[src/hdl/kmtf_pkg.sv]
`timescale 1ns / 1ps
package kmtf_pkg;

    // list geometry
    localparam int LIST_SIZE = 256;
    localparam int LIST_W    = $clog2(LIST_SIZE);
    localparam int GRP_SIZE  = 16;
    localparam int GRP_W     = $clog2(GRP_SIZE);
    localparam int N_GRP     = LIST_SIZE / GRP_SIZE;
    localparam int NG_W      = $clog2(N_GRP);

    // key store
    localparam int KEY_LENGTH = 95;
    localparam int KEY_AW     = $clog2(KEY_LENGTH);
    localparam int KEY_BASE   = 32;
    localparam int POS_W      = 7;

    // code word
    localparam int                CODE_W         = 9;
    localparam int                LEN_W          = 4;
    localparam logic [LIST_W-1:0] SHORT_MAX      = LIST_W'(8'h0F);
    localparam logic [CODE_W-1:0] SHORT_FLAG     = CODE_W'(16);
    localparam logic [LEN_W-1:0]  CODE_LEN_SHORT = LEN_W'(5);
    localparam logic [LEN_W-1:0]  CODE_LEN_LONG  = LEN_W'(9);
    localparam logic [LEN_W-1:0]  CODE_LEN_NONE  = LEN_W'(0);

    typedef enum logic [1:0] {
        CMD_LOAD    = 2'd0,
        CMD_RESTART = 2'd1,
        CMD_ENCODE  = 2'd2,
        CMD_DECODE  = 2'd3
    } t_cmd;

    // control broadcast to every list cell
    typedef struct packed {
        logic              init;
        logic              wr_en;
        logic [LIST_W-1:0] wr_pos;
        logic [LIST_W-1:0] wr_data;
        logic              cmp_en;
        logic              dec;
        logic [LIST_W-1:0] probe;
        logic              mv_en;
        logic [LIST_W-1:0] mv_pos;
    } t_cell_ctl;

    // one group's reduced hit result
    typedef struct packed {
        logic              any;
        logic [GRP_W-1:0]  low;
        logic [LIST_W-1:0] sel;
    } t_grp_res;

endpackage

[src/hdl/kmtf_cell.sv]
`timescale 1ns / 1ps
module kmtf_cell (
    input  logic                        i_clk,
    input  logic                        i_rst_n,
    input  logic [kmtf_pkg::LIST_W-1:0] i_idx,
    input  kmtf_pkg::t_cell_ctl         i_ctl,
    input  logic [kmtf_pkg::LIST_W-1:0] i_prev,
    output logic [kmtf_pkg::LIST_W-1:0] o_sym,
    output logic                        o_hit
);
    import kmtf_pkg::*;

    logic [LIST_W-1:0] r_sym;
    logic [LIST_W-1:0] n_sym;
    logic              r_hit;
    logic              n_hit;

    always_comb begin
        n_sym = r_sym;
        if (i_ctl.init) begin
            n_sym = i_idx;
        end else if (i_ctl.wr_en && (i_ctl.wr_pos == i_idx)) begin
            n_sym = i_ctl.wr_data;
        end else if (i_ctl.mv_en && (i_idx <= i_ctl.mv_pos)) begin
            n_sym = i_prev;
        end
    end

    // decode matches on position, encode on content
    always_comb begin
        n_hit = r_hit;
        if (i_ctl.cmp_en) begin
            n_hit = i_ctl.dec ? (i_idx == i_ctl.probe) : (r_sym == i_ctl.probe);
        end
    end

    always_ff @(posedge i_clk) begin
        if (!i_rst_n) begin
            r_sym <= i_idx;
            r_hit <= 1'b0;
        end else begin
            r_sym <= n_sym;
            r_hit <= n_hit;
        end
    end

    assign o_sym = r_sym;
    assign o_hit = r_hit;

endmodule

[config.mk]
export PLATFORM = sky130hd
export DESIGN_NAME = kmtf_cell
export DESIGN_NICKNAME = d
export VERILOG_FILES = /design/src/hdl/kmtf_pkg.sv /design/src/hdl/kmtf_cell.sv
export SDC_FILE = /design/constraint.sdc
export NUM_CORES = 1
export LEC_CHECK = 0
export BUFFER_PORTS_ARGS = -buffer_cell sky130_fd_sc_hd__buf_2
export CAP_MARGIN = 40
export CORE_MARGIN = 2
export CORE_UTILIZATION = 44
export DETAILED_ROUTE_END_ITERATION = 6
export GPL_TIMING_DRIVEN = 0
export HOLD_SLACK_MARGIN = 0.05
export PLACE_DENSITY = 0.78
export SYNTH_ARGS = -nofsm -noshare
export SYNTH_HDL_FRONTEND = slang
export SYNTH_SLANG_ARGS = --single-unit
[constraint.sdc]
create_clock -name i_clk -period 2.6 [get_ports i_clk]
set_clock_uncertainty 0.1 [all_clocks]
set_input_delay 0.52 -clock i_clk [delete_from_list [all_inputs] [get_ports i_clk]]
set_output_delay 0.52 -clock i_clk [all_outputs]
set_load 0.02 [all_outputs]
# Word level (Yosys, flattened, before mapping)
# Cells that the tools add are included.
# op_classes
n_reduce_logical	2
addsub	0
shifts	0
mux	5
order_cmp	1
eq_ne	4
div_mod_pow	0
mul	0
bitwise_logic	0
# op_table
op	n
$mux 8	4
$eq 8x8->1	3
$le 8x8->1	1
$ne 4x1->1 const B	1
$logic_and 1x1->1	2
$mux 1	1
# totals
mem_count	0
latch_bits	0
romBits	0
output_inout_bits	9
mem_bits_rw	0
ff_bits	9

# Logic depth before layout (Yosys ltp)
# depth
word_depth	6
depth_mapped	6
ltp_nobuf	6

# Worst setup path before layout
# OpenSTA, ideal clock, no wires.
# synth_path
kind	input port to flip-flop
from	in i_ctl[5] in the netlist's numbering
to	reg r_sym[0], in the netlist o_sym[0] (enable)
path_stages	6
setup_time_ns	0.349
setup_slack_ns	0.628
path_buffers	0
required_ns	2.151
t_arrival_ns	1.524
path_cell_list	inv_1 -> ha_1 -> a21o_1 -> a21oi_1 -> o21ai_0 -> o211ai_2
# synth_between
elab_chain_len	3
# synth_rtl
element	line_no	rtl
start: declaration	kmtf_cell.sv:6	input kmtf_pkg::t_cell_ctl i_ctl,
$le 8x8->1	kmtf_cell.sv:24	end else if (i_ctl.mv_en && (i_idx <= i_ctl.mv_pos)) begin
$logic_and 1x1->1	kmtf_cell.sv:24	
$ne 4x1->1 (no source line)	--	
end signal: assignment	kmtf_cell.sv:39	r_sym <= i_idx;
end signal: assignment	kmtf_cell.sv:42	r_sym <= n_sym;
end: declaration	kmtf_cell.sv:13	logic [LIST_W-1:0] r_sym;
# Every way passes these cells.
# A chain may end at the register's enable or synchronous reset.

# Final worst setup path
# layout_path
from	in i_idx[5] in the netlist's numbering
to	reg r_sym[7], in the netlist o_sym[7] (enable)
# layout_between
elab_chain_len	3
word_cells_on_any_way	5
cone_classes	order compare: 1; eq/ne: 2; reduce/logical: 2
# layout_rtl
element	line_no	rtl
start: declaration	kmtf_cell.sv:5	input logic [kmtf_pkg::LIST_W-1:0] i_idx,
$le 8x8->1 or $eq 8x8->1 (tied branches)	kmtf_cell.sv:24, kmtf_cell.sv:22	
$logic_and 1x1->1 (on tied branches)	kmtf_cell.sv:24, kmtf_cell.sv:22	
$ne 4x1->1 (no source line) *	--	
# Mark *: on every way between the ends. The rest lies on a longest branch, timed or not.

==> flow_summary.json <==
{
  "holdBufCountCts": 0,
  "grt_pass1_wl_microns": 4350,
  "swShare_pct": 35.6,
  "die_area_sq_um": 2920,
  "clkPwrFrac_pct": 20.3,
  "crit_end": "o_sym[7]",
  "drv_cap": 0,
  "post_cts_resized": 0,
  "max_slew_margin_pct": 69.4,
  "synth-seq-cells": 9,
  "netlist_instances": 119,
  "drive_above_1_share_pct": 43.2,
  "setup_viol": 0,
  "syn_nets": 182,
  "finalPower_uw": 523,
  "comb_power_share_pct": 44.1,
  "reg2regPathDepth": 4,
  "p_int_uw": 337,
  "cp_max_fo": 8,
  "antennaDiodeCount": 0,
  "num_vias": 1167,
  "r2r_end": "o_hit",
  "yosys.area.top_type": "edfxtp_1",
  "leakage_nw": 0.749,
  "finalCritPeriodShare_pct": 78.6,
  "crit_type": "in2reg",
  "fp.dieH_microns": 54.1,
  "fp-row-count": 18,
  "yosysUniqueCellTypes": 34,
  "cts_setup_buffers": 0,
  "yosysSeqAreaShare_pct": 23.6,
  "grtUsageTotal_pct": 20.2,
  "start_kind": "input pin",
  "cts_tree": "yes",
  "vias_per_cell": 5.43,
  "clockBufferDepth": 2,
  "syn_to_final_growth_pct": 34.0,
  "yosys.area.top_type_share_pct": 21.8,
  "worst_pin_slew_ns": 0.457,
  "peakVddDrop_v": 0.000194,
  "status": "completed",
  "cp-end-kind": "register",
  "numCtsBuffers": 3,
  "syn_avg_cell_area_sq_um": 9.27,
  "synthTopCellsByCount": "mux2i_1, a21oi_1",
  "yosys_warnings": 0,
  "finalHoldViolations": 0,
  "seqPwrFrac_pct": 35.6,
  "min_path_type": "reg2reg",
  "critPathLaunch": "i_idx[5]",
  "place_congestion": 0.766,
  "fin_nets": 249,
  "rrSetupSlack_ns": 1.37,
  "overflow": 0,
  "drt-pass1-iter-count": 4,
  "place_hpwl_microns": 2480,
  "fin_crit_ns": 2.04,
  "synthTopCellsByArea": "edfxtp_1, ha_1, mux2i_1, xnor2_2, xor2_1",
  "drt-wirelength-per-cell_microns": 13.8,
  "synth_area_sq_um": 1100,
  "switching_power_uw": 186,
  "power_density_nw_per_um2": 354,
  "cts.reportedPaths.clkPinSlew_ns": 0.06,
  "drc": 0,
  "start_util_pct": 45.4,
  "drtIter0Drc": 20,
  "antenna_found_initial": 0,
  "cts.sinks": 9,
  "fmax_ghz": 0.489,
  "grt_max_degree": 10,
  "synth_edf_count": 8,
  "r2r_start": "o_sym[3]",
  "fin_tns_setup_ns": 0,
  "numPortBuffers": 62,
  "wl_microns": 2960,
  "clockRootBuffer": "clkbuf_4",
  "stdcell_count": 215,
  "rsz0062_at_grt": "no",
  "core-area_sq_um": 2430,
  "finalMaxSlewViolations": 0,
  "first_global_vias": 1067,
  "critical_path_arrival_ns": 1.85,
  "dpl.cell_count": 211,
  "synth_flop_cell": "edfxtp_1",
  "clk_latency_ns": 0.26,
  "yosysMostFrequentCell": "mux2i_1",
  "worstPathRequired_ns": 2.40,
  "ant_nets": 0,
  "postSynth.asyncResetShare_pct": 0,
  "die_w_microns": 54.1,
  "h-tree-depth": 1,
  "ioPinCount": 64
}
[worst max-delay path, stage by stage]
cell	delay (ns)
buf_2	0.14
ha_1	0.32
a21o_1	0.19
a21oi_1	0.14
o21ai_0	0.13
o211ai_2	0.40
[worst min path at each step]
stage                      from    end  slack, ns  depth (start not counted)
after global routing      o_hit  o_hit       0.43                          2
final                     o_hit  o_hit       0.41                          2
after CTS                 o_hit  o_hit       0.41                          2
after global placement    o_hit  o_hit       0.37                          2
after floorplan           o_hit  o_hit       0.45                          2
after detailed placement  o_hit  o_hit       0.40                          2
[layout by cell type (no fill, tap or decap), drive strengths merged, types with 3 or more instances in the layout]
master / n
buf: 65
mux2i: 10
a21oi: 9
and3: 9
inv: 8
o31ai: 8
a31oi: 8
ha: 8
edfxtp: 8
xnor2: 8
nor2: 7
xor2: 7
nand4: 5
clkbuf: 5
o21ai: 3
[metal layers]
metal	vias up	wire (microns)	global-route usage, %
li1	585	-	-
met1	525	1230	25.0
met2	55	1490	36.8
met3	2	221	2.22
met4	0	15	5.42
met5	-	0	0
[power by group through the flow]
stage	Combinational (mW)	Sequential (mW)	Clock, mW
after floorplan	0.116	0.210	0
after global placement	0.220	0.188	0
after detailed placement	0.228	0.189	0
after CTS	0.230	0.186	0.108
after global routing	0.251	0.188	0.116
final	0.231	0.186	0.106
[area by class of cell]
cell class,count,area [sq um]
fillers,203,953
multi-input cells,97,792
repair buffers,62,310
flip-flops and latches,9,260
well taps,30,37.5
inverters,8,30.0
clock buffers,3,22.5
plain buffers,5,21.3
clock inverters,1,5.00
[per-stage QoR]
step           utilization, %  area, sq um  setup WS (ns)  hold WS (ns)
6_report                 60.8         1480          0.557         0.407
5_1_grt                  60.8         1480          0.451         0.433
4_1_cts                  60.8         1480          0.557         0.414
3_5_place_dp             59.7         1450          0.288         0.401
3_3_place_gp             59.7         1450          0.371         0.371
2_1_floorplan               -         1100          0.628         0.450
[kinds of logic (layout without fill, tap and decap cells)]
family,Yosys count,after routing,share of synthesized area [%]
AND/OR/NAND/NOR,31,31,18.0
adder cells (fa/ha/maj),8,8,9.07
multiplexers,10,10,9.07
flip-flops,9,9,23.6
buffers and inverters,13,79,4.65
AO/OA/AOI/OAI,33,33,19.3
XOR/XNOR,15,15,16.3
[sequential cells by signal, indices dropped and copies added, names as in the netlist]
name   count
o_sym      8
o_hit      1
Power figures use the tool's default switching activity.
