## src/hdl/kmtf_pkg.sv

```systemverilog
`timescale 1ns / 1ps
package kmtf_pkg;

    // list geometry
    localparam int LIST_SIZE = 256;
    localparam int LIST_W    = $clog2(LIST_SIZE);
    localparam int GRP_SIZE  = 16;
    localparam int GRP_W     = $clog2(GRP_SIZE);
    localparam int N_GRP     = LIST_SIZE / GRP_SIZE;
    localparam int NG_W      = $clog2(N_GRP);

    // key store
    localparam int KEY_LENGTH = 95;
    localparam int KEY_AW     = $clog2(KEY_LENGTH);
    localparam int KEY_BASE   = 32;
    localparam int POS_W      = 7;

    // code word
    localparam int                CODE_W         = 9;
    localparam int                LEN_W          = 4;
    localparam logic [LIST_W-1:0] SHORT_MAX      = LIST_W'(8'h0F);
    localparam logic [CODE_W-1:0] SHORT_FLAG     = CODE_W'(16);
    localparam logic [LEN_W-1:0]  CODE_LEN_SHORT = LEN_W'(5);
    localparam logic [LEN_W-1:0]  CODE_LEN_LONG  = LEN_W'(9);
    localparam logic [LEN_W-1:0]  CODE_LEN_NONE  = LEN_W'(0);

    typedef enum logic [1:0] {
        CMD_LOAD    = 2'd0,
        CMD_RESTART = 2'd1,
        CMD_ENCODE  = 2'd2,
        CMD_DECODE  = 2'd3
    } t_cmd;

    // control broadcast to every list cell
    typedef struct packed {
        logic              init;
        logic              wr_en;
        logic [LIST_W-1:0] wr_pos;
        logic [LIST_W-1:0] wr_data;
        logic              cmp_en;
        logic              dec;
        logic [LIST_W-1:0] probe;
        logic              mv_en;
        logic [LIST_W-1:0] mv_pos;
    } t_cell_ctl;

    // one group's reduced hit result
    typedef struct packed {
        logic              any;
        logic [GRP_W-1:0]  low;
        logic [LIST_W-1:0] sel;
    } t_grp_res;

endpackage

```

## src/hdl/kmtf_group.sv

```systemverilog
`timescale 1ns / 1ps
module kmtf_group (
    input  logic                                                   i_clk,
    input  logic                                                   i_rst_n,
    input  logic [kmtf_pkg::GRP_SIZE-1:0]                          i_hit,
    input  logic [kmtf_pkg::GRP_SIZE-1:0][kmtf_pkg::LIST_W-1:0]    i_sym,
    output kmtf_pkg::t_grp_res                                     o_res
);
    import kmtf_pkg::*;

    t_grp_res r_res;
    t_grp_res n_res;

    // lowest hit position, and the OR of all hit symbols
    always_comb begin
        n_res = '0;
        for (int k = GRP_SIZE - 1; k >= 0; k--) begin
            if (i_hit[k]) begin
                n_res.any = 1'b1;
                n_res.low = GRP_W'(k);
            end
        end
        for (int k = 0; k < GRP_SIZE; k++) begin
            n_res.sel = n_res.sel | (i_sym[k] & {LIST_W{i_hit[k]}});
        end
    end

    always_ff @(posedge i_clk) begin
        if (!i_rst_n) begin
            r_res <= '0;
        end else begin
            r_res <= n_res;
        end
    end

    assign o_res = r_res;

endmodule

```

## config.mk

```make
export PLATFORM = sky130hd
export DESIGN_NAME = kmtf_group
export DESIGN_NICKNAME = d
export VERILOG_FILES = /design/src/hdl/kmtf_pkg.sv /design/src/hdl/kmtf_group.sv
export SDC_FILE = /design/constraint.sdc
export NUM_CORES = 1
export LEC_CHECK = 0
export BUFFER_PORTS_ARGS = -buffer_cell sky130_fd_sc_hd__buf_2
export CORE_ASPECT_RATIO = 0.8
export CORE_UTILIZATION = 34
export DETAILED_ROUTE_END_ITERATION = 10
export HOLD_SLACK_MARGIN = 0.03
export PLACE_DENSITY_LB_ADDON = 0.25
export SYNTH_ARGS = -nofsm -noshare
export SYNTH_HDL_FRONTEND = slang
export SYNTH_SLANG_ARGS = --single-unit
```

## constraint.sdc

```tcl
create_clock -name i_clk -period 3.7 [get_ports i_clk]
set_input_delay 0.74 -clock i_clk [delete_from_list [all_inputs] [get_ports i_clk]]
set_output_delay 0.74 -clock i_clk [all_outputs]
set_load 0.05 [all_outputs]
```

Word level (Yosys, flattened, before mapping)
Cells that the tools add are included.
{ "word_totals": {"ff_bits": 13, "inputBits": 146, "out_inout_bits": 13, "word_cells": 58} }
{ "classes": {"muxes": 16, "bitwise": 32, "n_reduce_logical": 4} }
{ "op_table": {"columns": ["operator", "n"], "rows": [
  ["AND 8 bit", 16],
  ["OR 8 bit", 15],
  ["2-to-1 mux 5 bit", 16],
  ["OR reduction 9 bit", 1],
  ["OR reduction 5 bit", 1],
  ["OR reduction 3 bit", 1],
  ["OR reduction 2 bit", 1],
  ["inverter 1 bit", 1]
]} }

Depth between registers and ports, before layout
Gate-level depths: netlist of the first run.
{ "depth": {"ltp_word": 16, "depth_mapped": 5, "mapped_depth_nobuf": 4} }

Worst setup path before layout of the first run
OpenSTA, ideal clock, no wires.
{ "synth_timing": {"kind": "input-to-reg", "from": "input i_hit[11] (netlist name)", "to": "register r_res (netlist bit o_res[12])", "setup_time_ns": 0.125, "arrival_ns": 1.559, "required_time_ns": 3.575, "setup_slack_ns": 2.016, "cell_stages": 4, "path_buffers": 1, "cell_sequence": "buf_6 > nor4_4 > nand3_1 > o41a_1"} }
{ "synth_between": {"elab_chain_cells": 12} }
{ "synth_lines": {"columns": ["item", "line", "text"], "rows": [
  ["from (decl)", "kmtf_group.sv:5", "input logic [kmtf_pkg::GRP_SIZE-1:0] i_hit,"],
  ["2-to-1 mux 5 bit (12 in a row)", "kmtf_group.sv:18", "if (i_hit[k]) begin"],
  ["to (signal assigned)", "kmtf_group.sv:32", "r_res <= n_res;"],
  ["to (decl)", "kmtf_group.sv:11", "t_grp_res r_res;"]
]} }
Every way passes these cells.
A chain may end at the register's enable or synchronous reset.

Final worst setup path of the first run
{ "layout_timing": {"from": "input i_hit[8] (netlist name)", "to": "register r_res (netlist bit o_res[12])"} }
{ "layout_between": {"elab_chain_cells": 9} }
{ "layout_lines": {"columns": ["item", "line"], "rows": [
  ["2-to-1 mux 5 bit (9 in a row)", "kmtf_group.sv:18"]
]} }
Every way passes these cells.

==> impl_results.md, run 1 <==
- Part of the power in registers: 30.1%
- Met2 GRT Util: 57.0%
- Max-cap violations: 0
- Crit-path max cell delay: 0.36 ns
- Leading area contributor after synthesis: dfxtp_1
- GRT busiest layer: met2
- GR Util All Layers: 32.7%
- Syn_nets: 288
- I/O pin count: 159
- Sequential element share of the synthesized area: 21.6%
- TNS Setup: 0 ns
- Switching share of power: 34.3%
- Gate power share: 43.2%
- Clock slew at reported path FFs: 0.06 ns
- Worst Hold Class: in2reg
- Endpoints failing setup: 0
- Data required time at the worst endpoint: 3.83 ns
- Clock power frac: 26.7%
- Clock Sinks: 13
- Slew Viols, Final: 0
- Remaining global-route overflow: 0
- Max FFs per register: 13
- Die Y: 55.3 um
- Vias per inst: 5.86
- Vias in the first global route: 1869
- Placed cells: 324
- DRT iter0 DRCs: 112
- Cell internal pwr: 0.325 mW
- Kind of critical path: in2reg
- Site row count: 18
- Diode count: 0
- Synth Cell Area: 1210 um^2
- Final Critical Period: 1.60 ns
- DR DRC count: 0
- Yosys warns: 0
- Final nets: 435
- WP data arrival: 1.73 ns
- Root Buffer: clkbuf_8
- Total die area: 3790 um^2
- EDFF count, synth: 0
- Iteration count of the initial detailed-routing pass: 4
- CP Max Fanout: 11
- Predominant post-synthesis flop cell: dfxtp_1
- Global-route wire length before repair: 9.15 mm
- Hold Vio Cnt, Final: 0
- Worst-margin pin slew: 0.361 ns
- Fraction of registers with async set/reset: 0%
- Finished Layout Cells: 328
- Number of buffers created by CTS: 3
- Core Area: 3240 um^2
- Rel. slew slack: 75.3%
- Effective utilization at floorplan: 37.2%
- Clock buffer depth: 2
- Final period utilization: 43.2%
- CP Launch Type: input pin
- Mean Syn Cell Area: 8.50 um^2
- Yosys reg bits: 13
- # hold bufs at CTS: 0
- Initial antenna violation count: 0
- Syn Inst Count: 142
- Placer Congestion: 0.833
- Worst path cell trace: buf_2 > nor4_4 > nand3_1 > o41a_1
- H-tree levels: 1
- RSZ-0062 raised after global routing: no
- Achievable frequency: 625 MHz
- LEAKAGE: 1.06 nW
- Die Width: 68.6 um
- Share of the synthesized area in the top cell type: 21.6%
- Peak supply drop: 0.000102 V
- Net switching power: 0.170 mW
- Total wire length: 5.98 mm
- Crit path max-delay family: simple AND/OR/NAND/NOR gates
- GR Util met3: 7.64%
- Port bufs: 158
- CTS tree: yes
- WP buf/inv: 1
- Critical path endpoint category: flop
- Library cells used by synthesis: 32
- Top post-synthesis cells by count: a221oi_1 (24), a22o_1 (21), a22oi_1 (16), dfxtp_1 (13), buf_2 (12)
- Met1 Track Usage GR: 40.3%
- Largest net degree at the start of global routing: 14
- Synth-to-layout area growth: 65.9%
- Share of layout cells above drive strength 1: 58.7%
- Post-CTS Setup Bufs: 0
- HPWL Detailed: 4.58 mm
- Vias: 1921
- Outcome: completed
- PostCTS Resize Cnt: 0
- Routed Antenna Nets: 0
- WHS Path Cells: 2
- Post-DR wirelength/cell: 18.2 um
- Pwr Density: 247 nW/um^2
- Most frequent cell after synthesis: a221oi_1
- Stages on worst setup path: 4
- Worst path slowest cell: o41a_1
- Area contributors post-synth: dfxtp_1 (22%), a221oi_1 (17%), a22o_1 (15%)
through the flow:
step | hold slack [ns] | instance area [um^2] | utilization (%) | setup slack, ns | total power [mW]
finish | 0.759 | 2000 | 61.8 | 2.10 | 0.494
CTS | 0.758 | 2000 | 61.8 | 2.11 | 0.494
detailed placement | 1.02 | 1960 | 60.4 | 1.85 | 0.364
global route | 0.745 | 2000 | 61.8 | 2.06 | 0.526
global placement | 1.01 | 1960 | 60.4 | 1.87 | 0.363
floorplan | 0.874 | 1210 | - | 2.02 | 0.262
power by group through the flow:
stage | clock (mW) | sequential (mW) | combinational, mW
2_1_floorplan | 0 | 0.177 | 0.0843
3_3_place_gp | 0 | 0.151 | 0.211
3_5_place_dp | 0 | 0.152 | 0.212
4_1_cts | 0.133 | 0.149 | 0.213
5_1_grt | 0.145 | 0.149 | 0.231
6_report | 0.132 | 0.149 | 0.214
metal layers:
layer | wire [um] | vias to the layer above
li1 | - | 909
met1 | 2260 | 857
met2 | 2910 | 148
met3 | 744 | 7
met4 | 53 | 0
met5 | 0 | -
layout make-up:
type                            instances  area [um^2]
Clock buffer                            4         45.0
Tap cell                               40         50.0
Inverter                                5         18.8
Fill cell                             324         1240
Timing Repair Buffer                  158          791
Multi-Input combinational cell        108          838
Sequential cell                        13          260
final timing paths:
check / startpoint / endpoint
min: i_rst_n / o_res[12]$_SDFF_PN0_
max: i_hit[8] / o_res[12]$_SDFF_PN0_
cell usage in the layout (no fill, tap or decap), types with 2 or more instances in the layout:
cell type | netlist | layout
a221oi_1 | 24 | 24
nor3_1 | 2 | 2
and3_1 | 8 | 8
a31oi_1 | 8 | 8
dfxtp_1 | 13 | 13
a22o_1 | 21 | 21
clkbuf_8 | 0 | 3
a22o_2 | 3 | 3
inv_1 | 4 | 4
buf_2 | 12 | 158
a22oi_1 | 16 | 16
nand2_1 | 2 | 2
nor2_1 | 4 | 4
o31ai_1 | 2 | 2
a21oi_1 | 3 | 3
logic make-up after synthesis:
| kind of cell | synth area share (%) |
|---|---|
| AOI/OAI and AO/OA | 56.0 |
| buffers and inverters | 9.02 |
| DFF | 21.6 |
| and+or+nand+nor | 13.5 |
Note: power is estimated with default switching activity, not from simulation.
==> run 2: changes to the inputs <==
--- a/config.mk
+++ b/config.mk
@@ -7,7 +7,7 @@
 export LEC_CHECK = 0
 export BUFFER_PORTS_ARGS = -buffer_cell sky130_fd_sc_hd__buf_2
 export CORE_ASPECT_RATIO = 0.8
-export CORE_UTILIZATION = 34
+export CORE_UTILIZATION = 29
 export DETAILED_ROUTE_END_ITERATION = 10
 export HOLD_SLACK_MARGIN = 0.03
 export PLACE_DENSITY_LB_ADDON = 0.25
==> constraint.sdc (replaced) <==
create_clock -name i_clk -period 1.3 [get_ports i_clk]
set_input_delay 0.26 -clock i_clk [delete_from_list [all_inputs] [get_ports i_clk]]
set_output_delay 0.26 -clock i_clk [all_outputs]
set_load 0.05 [all_outputs]
==> impl_results.md, run 2 (same netlist as run 1, synthesis figures left out) <==
- Outcome: completed
- Final nets: 467
- Placer Congestion: 0.873
- WHS: 0.295 ns
- Routed Antenna Nets: 0
- DRT iter0 DRCs: 172
- CP Max Fanout: 9
- Vias: 2112
- DR DRC count: 0
- Critical path endpoint category: flop
- Largest net degree at the start of global routing: 14
- Die Width: 74.1 um
- Crit path max-delay family: compound AO/OA/AOI/OAI gates
- Achievable frequency: 908 MHz
- Worst path cell trace: buf_2 > a22o_1 > a221oi_1 > and3_1 > a31oi_1
- Initial antenna violation count: 0
- Min-delay src: i_rst_n
- Effective utilization at floorplan: 30.9%
- Gate power share: 46.6%
- Vias per inst: 5.63
- Hold Vio Cnt, Final: 0
- Number of buffers created by CTS: 3
- Met1 Track Usage GR: 39.6%
- Pwr Density: 666 nW/um^2
- PostCTS Resize Cnt: 0
- WP buf/inv: 1
- Data required time at the worst endpoint: 1.43 ns
- Root Buffer: clkbuf_8
- GRT busiest layer: met2
- Max-cap violations: 0
- Final period utilization: 84.7%
- Rel. slew slack: 73.7%
- Switching share of power: 35.0%
- Final Critical Period: 1.10 ns
- Multi-input logic area: 838 um^2
- Diode count: 0
- Iteration count of the initial detailed-routing pass: 7
- Total die area: 4430 um^2
- Vias in the first global route: 2015
- Remaining global-route overflow: 0
- Net switching power: 0.530 mW
- Most common cell after layout, fill and taps aside: buf_2
- Total wire length: 6.75 mm
- Kind of critical path: in2reg
- TNS Setup: 0 ns
- WP data arrival: 1.23 ns
- Clock power frac: 25.5%
- Cell internal pwr: 0.985 mW
- Worst path slowest cell: a221oi_1
- Site row count: 20
- Clock Sinks: 13
- Die Y: 59.7 um
- I/O pin count: 159
- CTS tree: yes
- Clock slew at reported path FFs: 0.07 ns
- Post-CTS Setup Bufs: 0
- CP Launch Type: input pin
- HPWL Detailed: 5.47 mm
- Endpoints failing setup: 0
- Slew Viols, Final: 0
- Met2 GRT Util: 51.9%
- # hold bufs at CTS: 0
- WHS Path Cells: 2
- Fillers: 381
- Most frequent cells in the layout: buf_2 (158), buf_4 (31), a221oi_1 (24)
- Clock buffer depth: 2
- GR Util All Layers: 29.9%
- Worst Hold Class: in2reg
- GR Util met3: 2.70%
- Peak supply drop: 0.000335 V
- Global-route wire length before repair: 9.65 mm
- Core Area: 3900 um^2
- Post-DR wirelength/cell: 18.0 um
- Part of the power in registers: 27.9%
- Synth-to-layout area growth: 88.5%
- H-tree levels: 1
- Hold EP: o_res[12]$_SDFF_PN0_
- Port bufs: 158
- Share of layout cells above drive strength 1: 63.1%
- Worst-margin pin slew: 0.384 ns
- LEAKAGE: 1.22 nW
- RSZ-0062 raised after global routing: no
- FF/Latch Area: 260 um^2
- Crit-path max cell delay: 0.25 ns
- Max FFs per register: 13
-- run 2: cell count changes in the layout (fill, tap and decap cells not counted), sizes merged --
cell and change:
buf +32, clkbuf -1, clkinv +1
-- run 2: layout make-up --
| cell class | count | share of cell area, % |
|---|---|---|
| clock buffer | 3 | 1.81 |
| clock inverter | 1 | 0.220 |
| inverter | 5 | 0.825 |
| multi-input combinational | 108 | 36.8 |
| sequential | 13 | 11.4 |
| tap | 55 | 3.02 |
| timing repair buffer | 190 | 45.8 |
-- run 2: worst max path at each step --
stage | start | endpoint | slack, ns | cells after the start
finish | i_hit[14] | o_res[0]$_SDFF_PN0_ | 0.20 | 5
global route | i_hit[14] | o_res[0]$_SDFF_PN0_ | 0.17 | 5
CTS | o_res[10]$_SDFF_PP0_ | o_res[10] | 0.20 | 1
detailed placement | i_hit[14] | o_res[0]$_SDFF_PN0_ | -0.04 | 5
global placement | i_hit[14] | o_res[0]$_SDFF_PN0_ | -0.04 | 5
floorplan | i_hit[11] | o_res[12]$_SDFF_PN0_ | 0.1 | 4
-- run 2: layer usage --
metal	part of all wire, %	up-vias	wire, um
li1	-	972	-
met1	40	975	2690
met2	48	161	3240
met3	12	4	788
met4	0.52	0	35
met5	0	-	0
-- run 2: stage by stage --
step	worst slack [ns]	total power, mW	util [%]	instance area (um^2)	std cells
3_3_place_gp	-0.0350	1.12	57.1	2230	371
5_1_grt	0.169	1.59	58.3	2280	375
4_1_cts	0.202	1.51	58.3	2280	375
3_5_place_dp	-0.0410	1.13	57.1	2230	371
6_report	0.199	1.52	58.3	2280	375
2_1_floorplan	0.0957	0.744	-	1210	142
-- run 2: power by group through the flow --
| stage | clock (mW) | sequential (mW) | combinational (mW) |
|---|---|---|---|
| 2_1_floorplan | 0 | 0.504 | 0.240 |
| 3_3_place_gp | 0 | 0.432 | 0.692 |
| 3_5_place_dp | 0 | 0.432 | 0.697 |
| 4_1_cts | 0.386 | 0.423 | 0.700 |
| 5_1_grt | 0.412 | 0.424 | 0.753 |
| 6_report | 0.386 | 0.423 | 0.706 |
