==> src/hdl/kmtf_ram.sv <==
`timescale 1ns / 1ps
module kmtf_ram #(
    parameter int WIDTH = 8,
    parameter int DEPTH = 95,
    localparam int AW   = $clog2(DEPTH)
) (
    input  logic             i_clk,
    input  logic             i_we,
    input  logic [AW-1:0]    i_waddr,
    input  logic [WIDTH-1:0] i_wdata,
    input  logic [AW-1:0]    i_raddr,
    output logic [WIDTH-1:0] o_rdata
);

    logic [WIDTH-1:0] r_mem [DEPTH];
    logic [WIDTH-1:0] r_rdata;

    always_ff @(posedge i_clk) begin
        if (i_we) begin
            r_mem[i_waddr] <= i_wdata;
        end
        r_rdata <= r_mem[i_raddr];
    end

    assign o_rdata = r_rdata;

endmodule

==> config.mk <==
export PLATFORM = sky130hd
export DESIGN_NAME = kmtf_ram
export DESIGN_NICKNAME = d
export VERILOG_FILES = /design/src/hdl/kmtf_ram.sv
export SDC_FILE = /design/constraint.sdc
export NUM_CORES = 1
export LEC_CHECK = 0
export BUFFER_PORTS_ARGS = -buffer_cell sky130_fd_sc_hd__buf_2
export CORE_MARGIN = 5
export CORE_UTILIZATION = 30
export DETAILED_ROUTE_END_ITERATION = 8
export GPL_ROUTABILITY_DRIVEN = 0
export SLEW_MARGIN = 15
export SYNTH_ARGS = -nofsm -noshare
export SYNTH_HDL_FRONTEND = slang
export SYNTH_SLANG_ARGS = --single-unit
==> constraint.sdc <==
create_clock -name i_clk -period 2.9 [get_ports i_clk]
set_input_delay 0.725 -clock i_clk [delete_from_list [all_inputs] [get_ports i_clk]]
set_output_delay 0.725 -clock i_clk [all_outputs]
set_load 0.02 [all_outputs]
# --- Word-level counts from Yosys, hierarchy flattened ---
# Memory sizes are Yosys's and may differ from the RTL's. A register that Yosys moved wholly into a read port is not among the register bits.
# Index checks and enable logic that the tools add are counted.
word_totals:
  reg_bits: 0
  ramBits: 760
  in_bits: 24
  word_cells: 3
  memories: 1
mem_list:
  columns: ["memory", "words", "word_bits", "read_ports", "rd_ports_with_merged_regs", "wr", "line_no", "text"]
  rows:
  - ["r_mem", 95, 8, 1, 1, 1, "15", "logic [WIDTH-1:0] r_mem [DEPTH];"]
classes:
  mux: 2
op_table:
  columns: ["operator", "count"]
  rows:
  - ["$mux 1", 2]

# --- Depth between registers and ports, before layout ---
# Gate-level depths: netlist of run 1.
logic_depth:
  depth_word: 2
  mapped_depth: 10
  depth_no_buf: 5

# --- Worst setup path after synthesis of run 1 ---
# Ideal clock, no wire load.
synth_path:
  path_kind: "input port to flip-flop"
  startpoint: "input i_raddr[0]"
  endpoint: "register r_rdata[1] (netlist: o_rdata[1]) (read register of r_mem)"
  setup_time_ns: 0.126
  arrival_time_ns: 2.593
  slack_ns: 0.181
  path_stages: 9
  n_path_buf: 4
  path_cell_list: "buf_4 > buf_6 > buf_2 > buf_2 > mux4_2 > a22oi_1 > nand2_1 > a22oi_1 > nand3_1"
synth_lines:
  columns: ["item", "line_no", "text"]
  rows:
  - ["start, declared", "11", "input logic [AW-1:0] i_raddr,"]
  - ["end, declared", "16", "logic [WIDTH-1:0] r_rdata;"]

==> results of run 1 <==
## cell usage after synthesis (all sizes together), types with 2 or more instances
cell type  count
nor2          97
nand3         25
nand4          2
a21oi          7
a31oi          2
nand3b         3
edfxtp       760
a211o          4
o221ai         3
o211ai         7
inv            2
nand2b         4
and2           4
or3            2
buf           39
o21ai         12
o22ai          4
a22o           4
a22oi         35
nor3          15
o2111ai        6
clkbuf        33
nor2b         14
nand2         50
dfxtp          8
mux2i         56
mux4         185
## state kept, by name (all words and copies together) (netlist names)
name,cells
r_mem,760
o_rdata,8
## routing by layer
| layer | vias to the layer above | wire, um |
|---|---|---|
| li1 | 6367 | - |
| met2 | 499 | 35400 |
| met3 | 81 | 5020 |
| met1 | 8034 | 31900 |
| met5 | - | 19 |
| met4 | 2 | 1230 |
## tightest hold or removal path: stages
cell and delay, ns:
buf_2 0.18, o211ai_1 0.12, nand3_1 0.08
## cell type report
class                           instances  share of cell area
Inverter                                2            0.000210
Antenna cell                            1           0.0000699
Clock buffer                           91              0.0565
Timing Repair Buffer                  261              0.0612
Clock inverter                         54              0.0180
Multi-Input combinational cell        550               0.177
Tap cell                             1287              0.0450
Sequential cell                       768               0.642
## stage by stage
stage / cell area, um2 / cells / setup WS [ns]
3_3_place_gp: 33100 / 2868 / -0.0145
4_1_cts: 35800 / 3013 / 0.684
6_report: 35800 / 3014 / 0.673
2_1_floorplan: 29700 / 1392 / 0.181
5_1_grt: 35800 / 3013 / 0.576
3_5_place_dp: 33100 / 2868 / -0.00958
## cell families (layout without fill, tap and decap cells)
kind of cell / count (synthesis) / in the layout / share of synthesized area
and+or+nand+nor: 217 / 217 / 0.0319
buffers and inverters: 74 / 408 / 0.0117
AOI/OAI and AO/OA: 91 / 91 / 0.0222
DFF: 768 / 768 / 0.774
other: 0 / 1 / 0
muxes: 242 / 242 / 0.160
## final timing paths
kind	to	slack (ns)	depth (start not counted)
worst max-delay path	o_rdata[0]	0.67	8
worst min-delay path	o_rdata[1]	0.53	3
worst max register to register	o_rdata[0]	0.85	5
worst min register to register	o_rdata[1]	0.84	5
## power by group through the flow
stage	clock network (mW)	registers [mW]	logic, mW
6_report	10.4	12.3	1.27
3_5_place_dp	0	12.5	1.28
3_3_place_gp	0	12.5	1.26
4_1_cts	10.6	12.3	1.29
5_1_grt	11.2	12.3	1.35
2_1_floorplan	0	12.5	0.604
==> results.sh, run 1 <==
export IMPL_finClkSkew_ns=0.0332
export IMPL_grt_pass1_wl_um=108000
export IMPL_antenna_found_initial=3
export IMPL_p_sw_frac=0.212
export IMPL_postCtsSetupBuffers=0
export IMPL_portBuffers=31
export IMPL_hold_slack_ns=0.527
export IMPL_synth_enable_flop_cells=760
export IMPL_r2r_start="r_mem[87][0]"
export IMPL_grt_ovfl_total=0
export IMPL_grt_usage=0.137
export IMPL_maxSlewViolCount=0
export IMPL_status="completed"
export IMPL_yosys_most_used_dff="edfxtp_1"
export IMPL_setup_violations=0
export IMPL_utilization=0.364
export IMPL_min_period_ns=2.23
export IMPL_cts_root_buf="clkbuf_16"
export IMPL_max_freq_ghz=0.449
export IMPL_drc=0
export IMPL_slowest_stage="mux4_2"
export IMPL_htree_levels=3
export IMPL_clkSinkCount=768
export IMPL_final_hold_viol_count=0
export IMPL_ctsHoldBuffers=0
export IMPL_end_kind="flop"
export IMPL_pin_count=32
export IMPL_criticalPathCategory="in2reg"
export IMPL_grt_max_degree=96
export IMPL_clk_path_buf_depth=3
export IMPL_hp_class="in2reg"
export IMPL_routedWlPerCell_um=24.4
export IMPL_clk_pin_slew_ns=0.06
export IMPL_drtAntennaViolNets=0
export IMPL_n_fill_cell=8960
export IMPL_synth_avg_cell_area_um2=21.3
export IMPL_total_power_mw=24.0
export IMPL_seq_area_mm2=0.0230
export IMPL_start_util=0.302
export IMPL_die_area_mm2=0.105
export IMPL_synthCells=1392
export IMPL_drt_iter0_drc=1656
export IMPL_nNetsFinal=1686
export IMPL_power_density_mw_per_mm2=670
export IMPL_maxSlewHeadroom=0.325
export IMPL_cts_resized=0
export IMPL_dp_hpwl_um=49000
export IMPL_layout_commonest_cell="edfxtp_1"
export IMPL_avgViaCountPerCell=4.97
export IMPL_synth_seq_cells=768
export IMPL_setup_tns_final_ns=0
export IMPL_internal_power_mw=18.9
export IMPL_ys_seq_area_frac=0.774
export IMPL_critical_path_top_delay_family="multiplexers"
export IMPL_p_comb_frac=0.053
export IMPL_use_met1=0.194
export IMPL_rsz0062_at_grt="false"
export IMPL_worst_slew_pin_slew_ns=1.01
export IMPL_synth_cell_types=39
export IMPL_crit_top_cell="buf_12"
export IMPL_netlist_area_leader_share=0.769
export IMPL_cts_made_buffers=79
export IMPL_seq_power_share=0.513
export IMPL_vias=14983
export IMPL_wl_um=73600
export IMPL_die_x_um=325
export IMPL_yosysTopAreaCell="edfxtp_1"
export IMPL_first_global_vias=15569
export IMPL_synth_area_mm2=0.0297
export IMPL_multi_input_area_mm2=0.00634
export IMPL_synth_area_leaders="edfxtp_1 77%, mux4_2 14%, mux2i_1 1.9%, nor2_1 1.2%, a22oi_1 0.89%"
export IMPL_cp_required_ns=3.43
export IMPL_crit_arrival_ns=2.76
export IMPL_use_met2=0.220
export IMPL_worst_path_buf_inv=3
export IMPL_firstDrtPassIters=5
export IMPL_ys_warn_count=0
export IMPL_hp_start="i_raddr[6]"
export IMPL_busiest_layer="met2"
export IMPL_drive_gt1_frac=0.330
export IMPL_p_clk_frac=0.435
export IMPL_global_route_usage_met3=0.0278
export IMPL_dieHeight_um=325
export IMPL_final_cell_mix="760 x edfxtp_1, 213 x buf_4, 185 x mux4_2"
export IMPL_crit_fanout=17
export IMPL_start_kind="input pin"
export IMPL_worstPathCellList="buf_8, buf_12, buf_12, mux4_2, mux2i_1, nand2_1, and4b_1, a311o_1"
export IMPL_critPathMaxStageDelay_ns=0.50
export IMPL_maxCapViolCount=0
export IMPL_synthArstFlopShare=0
export IMPL_row_count=115
export IMPL_ir_worst_vdd_v=0.000525
export IMPL_cts_tree="built"
export IMPL_fin_crit_sh=0.768
export IMPL_crit_start="i_raddr[0]"
export IMPL_coreArea_mm2=0.0983
export IMPL_p_sw_mw=5.08
export IMPL_area_growth_pct=20.7
export IMPL_clk_latency_ns=0.64
export IMPL_p_leak_nw=11.6
export IMPL_syn_nets=1416
Power figures use the tool's default switching activity.
==> run 2: changes to the inputs <==
ABC_AREA = 1   (was unset)
clock period = 2 ns   (was 2.9 ns; I/O delays follow)
==> run 2 against run 1 <==
Effect of this change: sequential cell count is the same; cell area up 4.4%; combinational power increased by 91%; cell count increased by 42%; global-route usage grew 1.3 points; critical endpoint is now o_rdata[4]; largest power group unchanged.
==> results.sh, run 2 <==
export IMPL_status="completed"
export IMPL_p_comb_frac=0.070
export IMPL_maxSlewHeadroom=0.626
export IMPL_synth_cell_types=21
export IMPL_wl_um=85700
export IMPL_p_leak_nw=13.4
export IMPL_coreArea_mm2=0.103
export IMPL_yosys_most_used_dff="edfxtp_1"
export IMPL_seq_power_share=0.515
export IMPL_end_kind="output pin"
export IMPL_dieHeight_um=332
export IMPL_dp_hpwl_um=53600
export IMPL_grt_max_degree=96
export IMPL_ir_worst_vdd_v=0.000750
export IMPL_firstDrtPassIters=6
export IMPL_internal_power_mw=26.7
export IMPL_start_util=0.302
export IMPL_n_fill_cell=10038
export IMPL_min_period_ns=1.95
export IMPL_htree_levels=3
export IMPL_maxCapViolCount=0
export IMPL_slowest_stage="dfxtp_1"
export IMPL_largest_reg_flops=760
export IMPL_fin_crit_sh=0.976
export IMPL_r2r_start="r_mem[78][3]"
export IMPL_crit_arrival_ns=1.45
export IMPL_top_register="r_mem"
export IMPL_finClkSkew_ns=0.0222
export IMPL_drtAntennaViolNets=0
export IMPL_global_route_usage_met3=0.0270
export IMPL_rsz0062_at_grt="false"
export IMPL_crit_start="o_rdata[4]"
export IMPL_critPathMaxStageDelay_ns=0.57
export IMPL_synth_avg_cell_area_um2=11.8
export IMPL_yosysTopAreaCell="edfxtp_1"
export IMPL_criticalPathCategory="reg2out"
export IMPL_drive_gt1_frac=0.138
export IMPL_portBuffers=31
export IMPL_cts_made_buffers=78
export IMPL_first_global_vias=19774
export IMPL_p_sw_frac=0.228
export IMPL_clk_pin_slew_ns=0.06
export IMPL_postCtsSetupBuffers=0
export IMPL_max_freq_ghz=0.512
export IMPL_antenna_found_initial=4
export IMPL_cp_required_ns=1.50
export IMPL_crit_end="o_rdata[4]"
export IMPL_start_kind="flop"
export IMPL_yosysMostFrequentCell="nand2_1"
export IMPL_busiest_layer="met2"
export IMPL_vias=21138
export IMPL_crit_fanout=1
export IMPL_power_density_mw_per_mm2=926
export IMPL_cts_tree="built"
export IMPL_grt_usage=0.151
export IMPL_drt_iter0_drc=2572
export IMPL_cts_resized=0
export IMPL_r2r_slack_ns=0.38
export IMPL_cts_root_buf="clkbuf_16"
export IMPL_layout_commonest_cell="nand2_1"
export IMPL_clkSinkCount=768
export IMPL_place_inst=4147
export IMPL_use_met1=0.225
export IMPL_pin_count=32
export IMPL_ys_warn_count=0
export IMPL_grt_ovfl_total=0
export IMPL_nNetsFinal=2871
export IMPL_avgViaCountPerCell=4.92
export IMPL_synth_area_mm2=0.0312
export IMPL_clk_path_buf_depth=3
export IMPL_area_growth_pct=19.9
export IMPL_synth_common_cells="838 x nand2_1, 760 x edfxtp_1, 528 x nand3_1, 177 x nor2_1, 88 x buf_2"
export IMPL_synth_seq_cells=768
export IMPL_synthCells=2643
export IMPL_critical_path_top_delay_family="flip-flops"
export IMPL_final_cell_mix="838 x nand2_1, 760 x edfxtp_1, 528 x nand3_1"
export IMPL_die_area_mm2=0.110
export IMPL_use_met2=0.230
export IMPL_setup_violations=0
export IMPL_cp_depth=1
export IMPL_row_count=118
export IMPL_ff2ff_path_depth=7
export IMPL_netlist_area_leader_share=0.732
export IMPL_ctsHoldBuffers=0
export IMPL_final_hold_viol_count=0
export IMPL_grt_pass1_wl_um=128000
export IMPL_fin_cells=4292
export IMPL_p_sw_mw=7.88
export IMPL_hp_class="in2reg"
export IMPL_ys_seq_area_frac=0.737
export IMPL_worst_slew_pin_slew_ns=0.561
export IMPL_syn_nets=2667
export IMPL_maxSlewViolCount=0
export IMPL_synth_enable_flop_cells=760
export IMPL_worst_path_buf_inv=1
export IMPL_worstPathCellList="buf_2"
export IMPL_drc=0
export IMPL_p_clk_frac=0.415
export IMPL_post_place_ws_ns=-0.413
export IMPL_synthArstFlopShare=0
export IMPL_rr_endpoint="o_rdata[3]"
export IMPL_worst_slack_ns=0.0473
export IMPL_clk_latency_ns=0.63
export IMPL_routedWlPerCell_um=20.0
export IMPL_die_x_um=332
export IMPL_synth_area_leaders="edfxtp_1 73%, nand2_1 10%, nand3_1 8.5%, nor2_1 2.1%, buf_2 1.4%"
-- run 2: cell count changes after synthesis, sizes merged, moves of 35 or more --
cell	change
a22oi	-35
buf	+89
mux2i	-56
mux4	-185
nand2	+788
nand3	+503
nor2	+80
o21ai	+48
-- run 2: cell families (layout without fill, tap and decap cells) --
kind of cell	Yosys count	after routing	synth area share
AO/OA/AOI/OAI	132	132	0.0245
buffers and inverters	192	459	0.0300
flip-flops	768	768	0.737
other	0	2	0
AND/OR/NAND/NOR	1551	1551	0.208
-- run 2: worst min path at each step --
stage	startpoint	endpoint	slack [ns]	cells after the start
finish	i_raddr[6]	o_rdata[6]	0.31	3
global route	i_raddr[6]	o_rdata[6]	0.30	3
CTS	i_raddr[6]	o_rdata[6]	0.26	3
detailed placement	r_mem[94][6]	o_rdata[6]	0.84	6
global placement	r_mem[94][6]	o_rdata[6]	0.83	6
floorplan	i_wdata[0]	r_mem[0][0]	0.60	0
-- run 2: power by group through the flow --
stage	sequential (mW)	combinational [mW]	clock, mW
3_3_place_gp	18.2	2.40	0
6_report	17.8	2.43	14.4
5_1_grt	17.8	2.62	15.3
2_1_floorplan	18.2	1.13	0
4_1_cts	17.8	2.42	14.6
3_5_place_dp	18.2	2.41	0
-- run 2: cell type report --
cell class,count,area [um2],area share
Timing Repair Buffer,288,2800,0.0749
Inverter,28,120,0.00321
Multi-Input combinational cell,1683,7260,0.194
Antenna cell,2,5.00,0.000134
Tap cell,1380,1730,0.0462
Sequential cell,768,23000,0.615
Clock inverter,46,452,0.0121
Clock buffer,97,2040,0.0547
-- run 2: stage by stage --
step / setup TNS [ns] / instance area, um2 / power, mW / utilization / hold WS [ns]
final: 0 / 37400 / 34.6 / 0.362 / 0.308
after global routing: 0 / 37400 / 35.8 / 0.362 / 0.305
after CTS: 0 / 37400 / 34.8 / 0.362 / 0.261
after detailed placement: -4.59 / 34900 / 20.6 / 0.338 / 0.840
after global placement: -2.87 / 34900 / 20.6 / 0.338 / 0.827
after floorplan: 0 / 31200 / 19.3 / - / 0.599
-- run 2: per-layer routing --
layer / share of wire / vias to the layer above / wire [um]
met3: 0.086 / 126 / 7410
met1: 0.44 / 10390 / 38100
met2: 0.45 / 864 / 38400
met4: 0.020 / 2 / 1730
li1: - / 9756 / -
met5: 0.00015 / - / 13
==> run 3: changes to the inputs <==
SETUP_SLACK_MARGIN = 0.1   (was unset)
==> run 3 against run 2 <==
Effect of this change: worst hold slack improved by 0.0041 ns; largest cell class unchanged; largest power group unchanged; sequential power about the same; maximum frequency up 7.0%; cell count stayed put; clock-buffer cell count is the same; critical path depth rose by 12; sequential cell count is the same; register-to-register slack about the same; worst setup slack better by 0.13 ns; critical endpoint is now o_rdata[3]; combinational power barely moved; clock skew hardly changed; first-iteration DRC count up 1.5%.
==> results.sh, run 3 (synthesis gave the netlist of run 2 again) <==
export IMPL_use_met2=0.230
export IMPL_crit_top_cell="nand2_1"
export IMPL_crit_fanout=30
export IMPL_post_place_ws_ns=-0.413
export IMPL_criticalPathCategory="in2reg"
export IMPL_drc=0
export IMPL_end_kind="flop"
export IMPL_largest_reg_flops=760
export IMPL_cts_root_buf="clkbuf_16"
export IMPL_worst_slew_pin_slew_ns=0.564
export IMPL_firstDrtPassIters=6
export IMPL_p_leak_nw=13.4
export IMPL_routedWlPerCell_um=19.9
export IMPL_drt_iter0_drc=2610
export IMPL_grt_ovfl_total=0
export IMPL_use_met1=0.225
export IMPL_cts_made_buffers=78
export IMPL_holdPathEnd="o_rdata[6]"
export IMPL_ir_worst_vdd_v=0.000750
export IMPL_cp_required_ns=2.56
export IMPL_drive_gt1_frac=0.140
export IMPL_setup_violations=0
export IMPL_clkSinkCount=768
export IMPL_final_cell_mix="838 x nand2_1, 760 x edfxtp_1, 528 x nand3_1"
export IMPL_finClkSkew_ns=0.0223
export IMPL_p_clk_frac=0.415
export IMPL_antenna_found_initial=4
export IMPL_slowest_stage="buf_4"
export IMPL_postCtsSetupBuffers=0
export IMPL_area_growth_pct=19.9
export IMPL_r2r_slack_ns=0.39
export IMPL_fin_crit_sh=0.913
export IMPL_hp_start="i_raddr[6]"
export IMPL_p_comb_frac=0.070
export IMPL_status="completed"
export IMPL_place_area_mm2=0.0349
export IMPL_clk_path_buf_depth=3
export IMPL_layout_commonest_cell="nand2_1"
export IMPL_drtAntennaViolNets=0
export IMPL_dieHeight_um=332
export IMPL_grt_pass1_wl_um=128000
export IMPL_ff2ff_path_depth=10
export IMPL_crit_arrival_ns=2.39
export IMPL_max_freq_ghz=0.548
export IMPL_coreArea_mm2=0.103
export IMPL_maxSlewHeadroom=0.624
export IMPL_grt_max_degree=96
export IMPL_die_area_mm2=0.110
export IMPL_grt_usage=0.151
export IMPL_design_area_mm2=0.0374
export IMPL_final_hold_viol_count=0
export IMPL_pin_count=32
export IMPL_seq_power_share=0.515
export IMPL_ctsHoldBuffers=0
export IMPL_hp_class="in2reg"
export IMPL_internal_power_mw=26.7
export IMPL_wl_um=85500
export IMPL_rsz0062_at_grt="false"
export IMPL_whs_path_depth=3
export IMPL_row_count=118
export IMPL_cts_tree="built"
export IMPL_critPathMaxStageDelay_ns=0.36
export IMPL_p_sw_mw=7.87
export IMPL_total_power_mw=34.6
export IMPL_global_route_usage_met3=0.0270
export IMPL_worst_slack_ns=0.175
export IMPL_clk_latency_ns=0.63
export IMPL_clk_pin_slew_ns=0.06
export IMPL_setup_tns_final_ns=0
export IMPL_nNetsFinal=2871
export IMPL_start_util=0.302
export IMPL_first_global_vias=19774
export IMPL_min_period_ns=1.83
export IMPL_busiest_layer="met2"
export IMPL_maxCapViolCount=0
export IMPL_utilization=0.362
export IMPL_r2r_start="r_mem[55][3]"
export IMPL_vias=21075
export IMPL_worstPathCellList="buf_8, buf_4, buf_4, nand2_1, nand3_1, nand3_1, nand2_1, nand2_1, nand3_1, nand3_1, nand2_1, nand2_1, nand2_1"
export IMPL_maxSlewViolCount=0
export IMPL_power_density_mw_per_mm2=926
export IMPL_avgViaCountPerCell=4.91
export IMPL_p_sw_frac=0.227
export IMPL_rr_endpoint="o_rdata[3]"
export IMPL_start_kind="input pin"
export IMPL_portBuffers=31
export IMPL_top_register="r_mem"
export IMPL_n_fill_cell=10039
export IMPL_dp_hpwl_um=53600
export IMPL_htree_levels=3
export IMPL_die_x_um=332
## run 3: cell counts in the layout (fill, tap and decap cells not counted)
No cell type changed its count.
## run 3: per-stage QoR
stage	cells	hold slack, ns
floorplan	2643	0.599
global placement	4147	0.827
detailed placement	4147	0.840
CTS	4290	0.261
global route	4290	0.305
finish	4292	0.312
## run 3: repair_timing
item,CTS,global route
gates resized for setup,3,3
pin swaps,0,0
hold endpoints to repair,0,0
endpoints found under the setup margin,3,3
## run 3: layer usage
metal,part of all wire,up-vias
met5,0.00015,-
met4,0.021,2
met3,0.088,130
met2,0.45,885
met1,0.44,10304
li1,-,9754
## run 3: power by group through the flow
stage / clock, mW / combinational (mW) / sequential [mW]
floorplan: 0 / 1.13 / 18.2
global placement: 0 / 2.40 / 18.2
detailed placement: 0 / 2.41 / 18.2
CTS: 14.6 / 2.42 / 17.8
global route: 15.3 / 2.62 / 17.8
finish: 14.3 / 2.43 / 17.8
## run 3: worst max-delay path by stage
| stage | startpoint | slack [ns] | endpoint |
|---|---|---|---|
| 2_1_floorplan | i_we | 0.21 | r_mem[43][0] |
| 3_3_place_gp | i_raddr[0] | -0.38 | o_rdata[4] |
| 3_5_place_dp | i_raddr[0] | -0.41 | o_rdata[4] |
| 4_1_cts | o_rdata[1] | 0.10 | o_rdata[1] |
| 5_1_grt | i_raddr[0] | 0.12 | o_rdata[1] |
| 6_report | i_raddr[0] | 0.17 | o_rdata[3] |
## run 3: layout make-up
type                    count  area, um2  share of cell area
diodes                      2       5.00            0.000134
clock inverters            46        452              0.0121
clock buffers              97       2040              0.0546
flip-flops and latches    768      23000               0.615
multi-input cells        1683       7260               0.194
inverters                  28        120             0.00321
repair buffers            288       2800              0.0749
well taps                1380       1730              0.0462
## run 3: worst max-delay path, delay by kind of cell
kind | cells | cell delay (ns)
simple gates | 10 | 1.18
buf+inv | 3 | 0.67
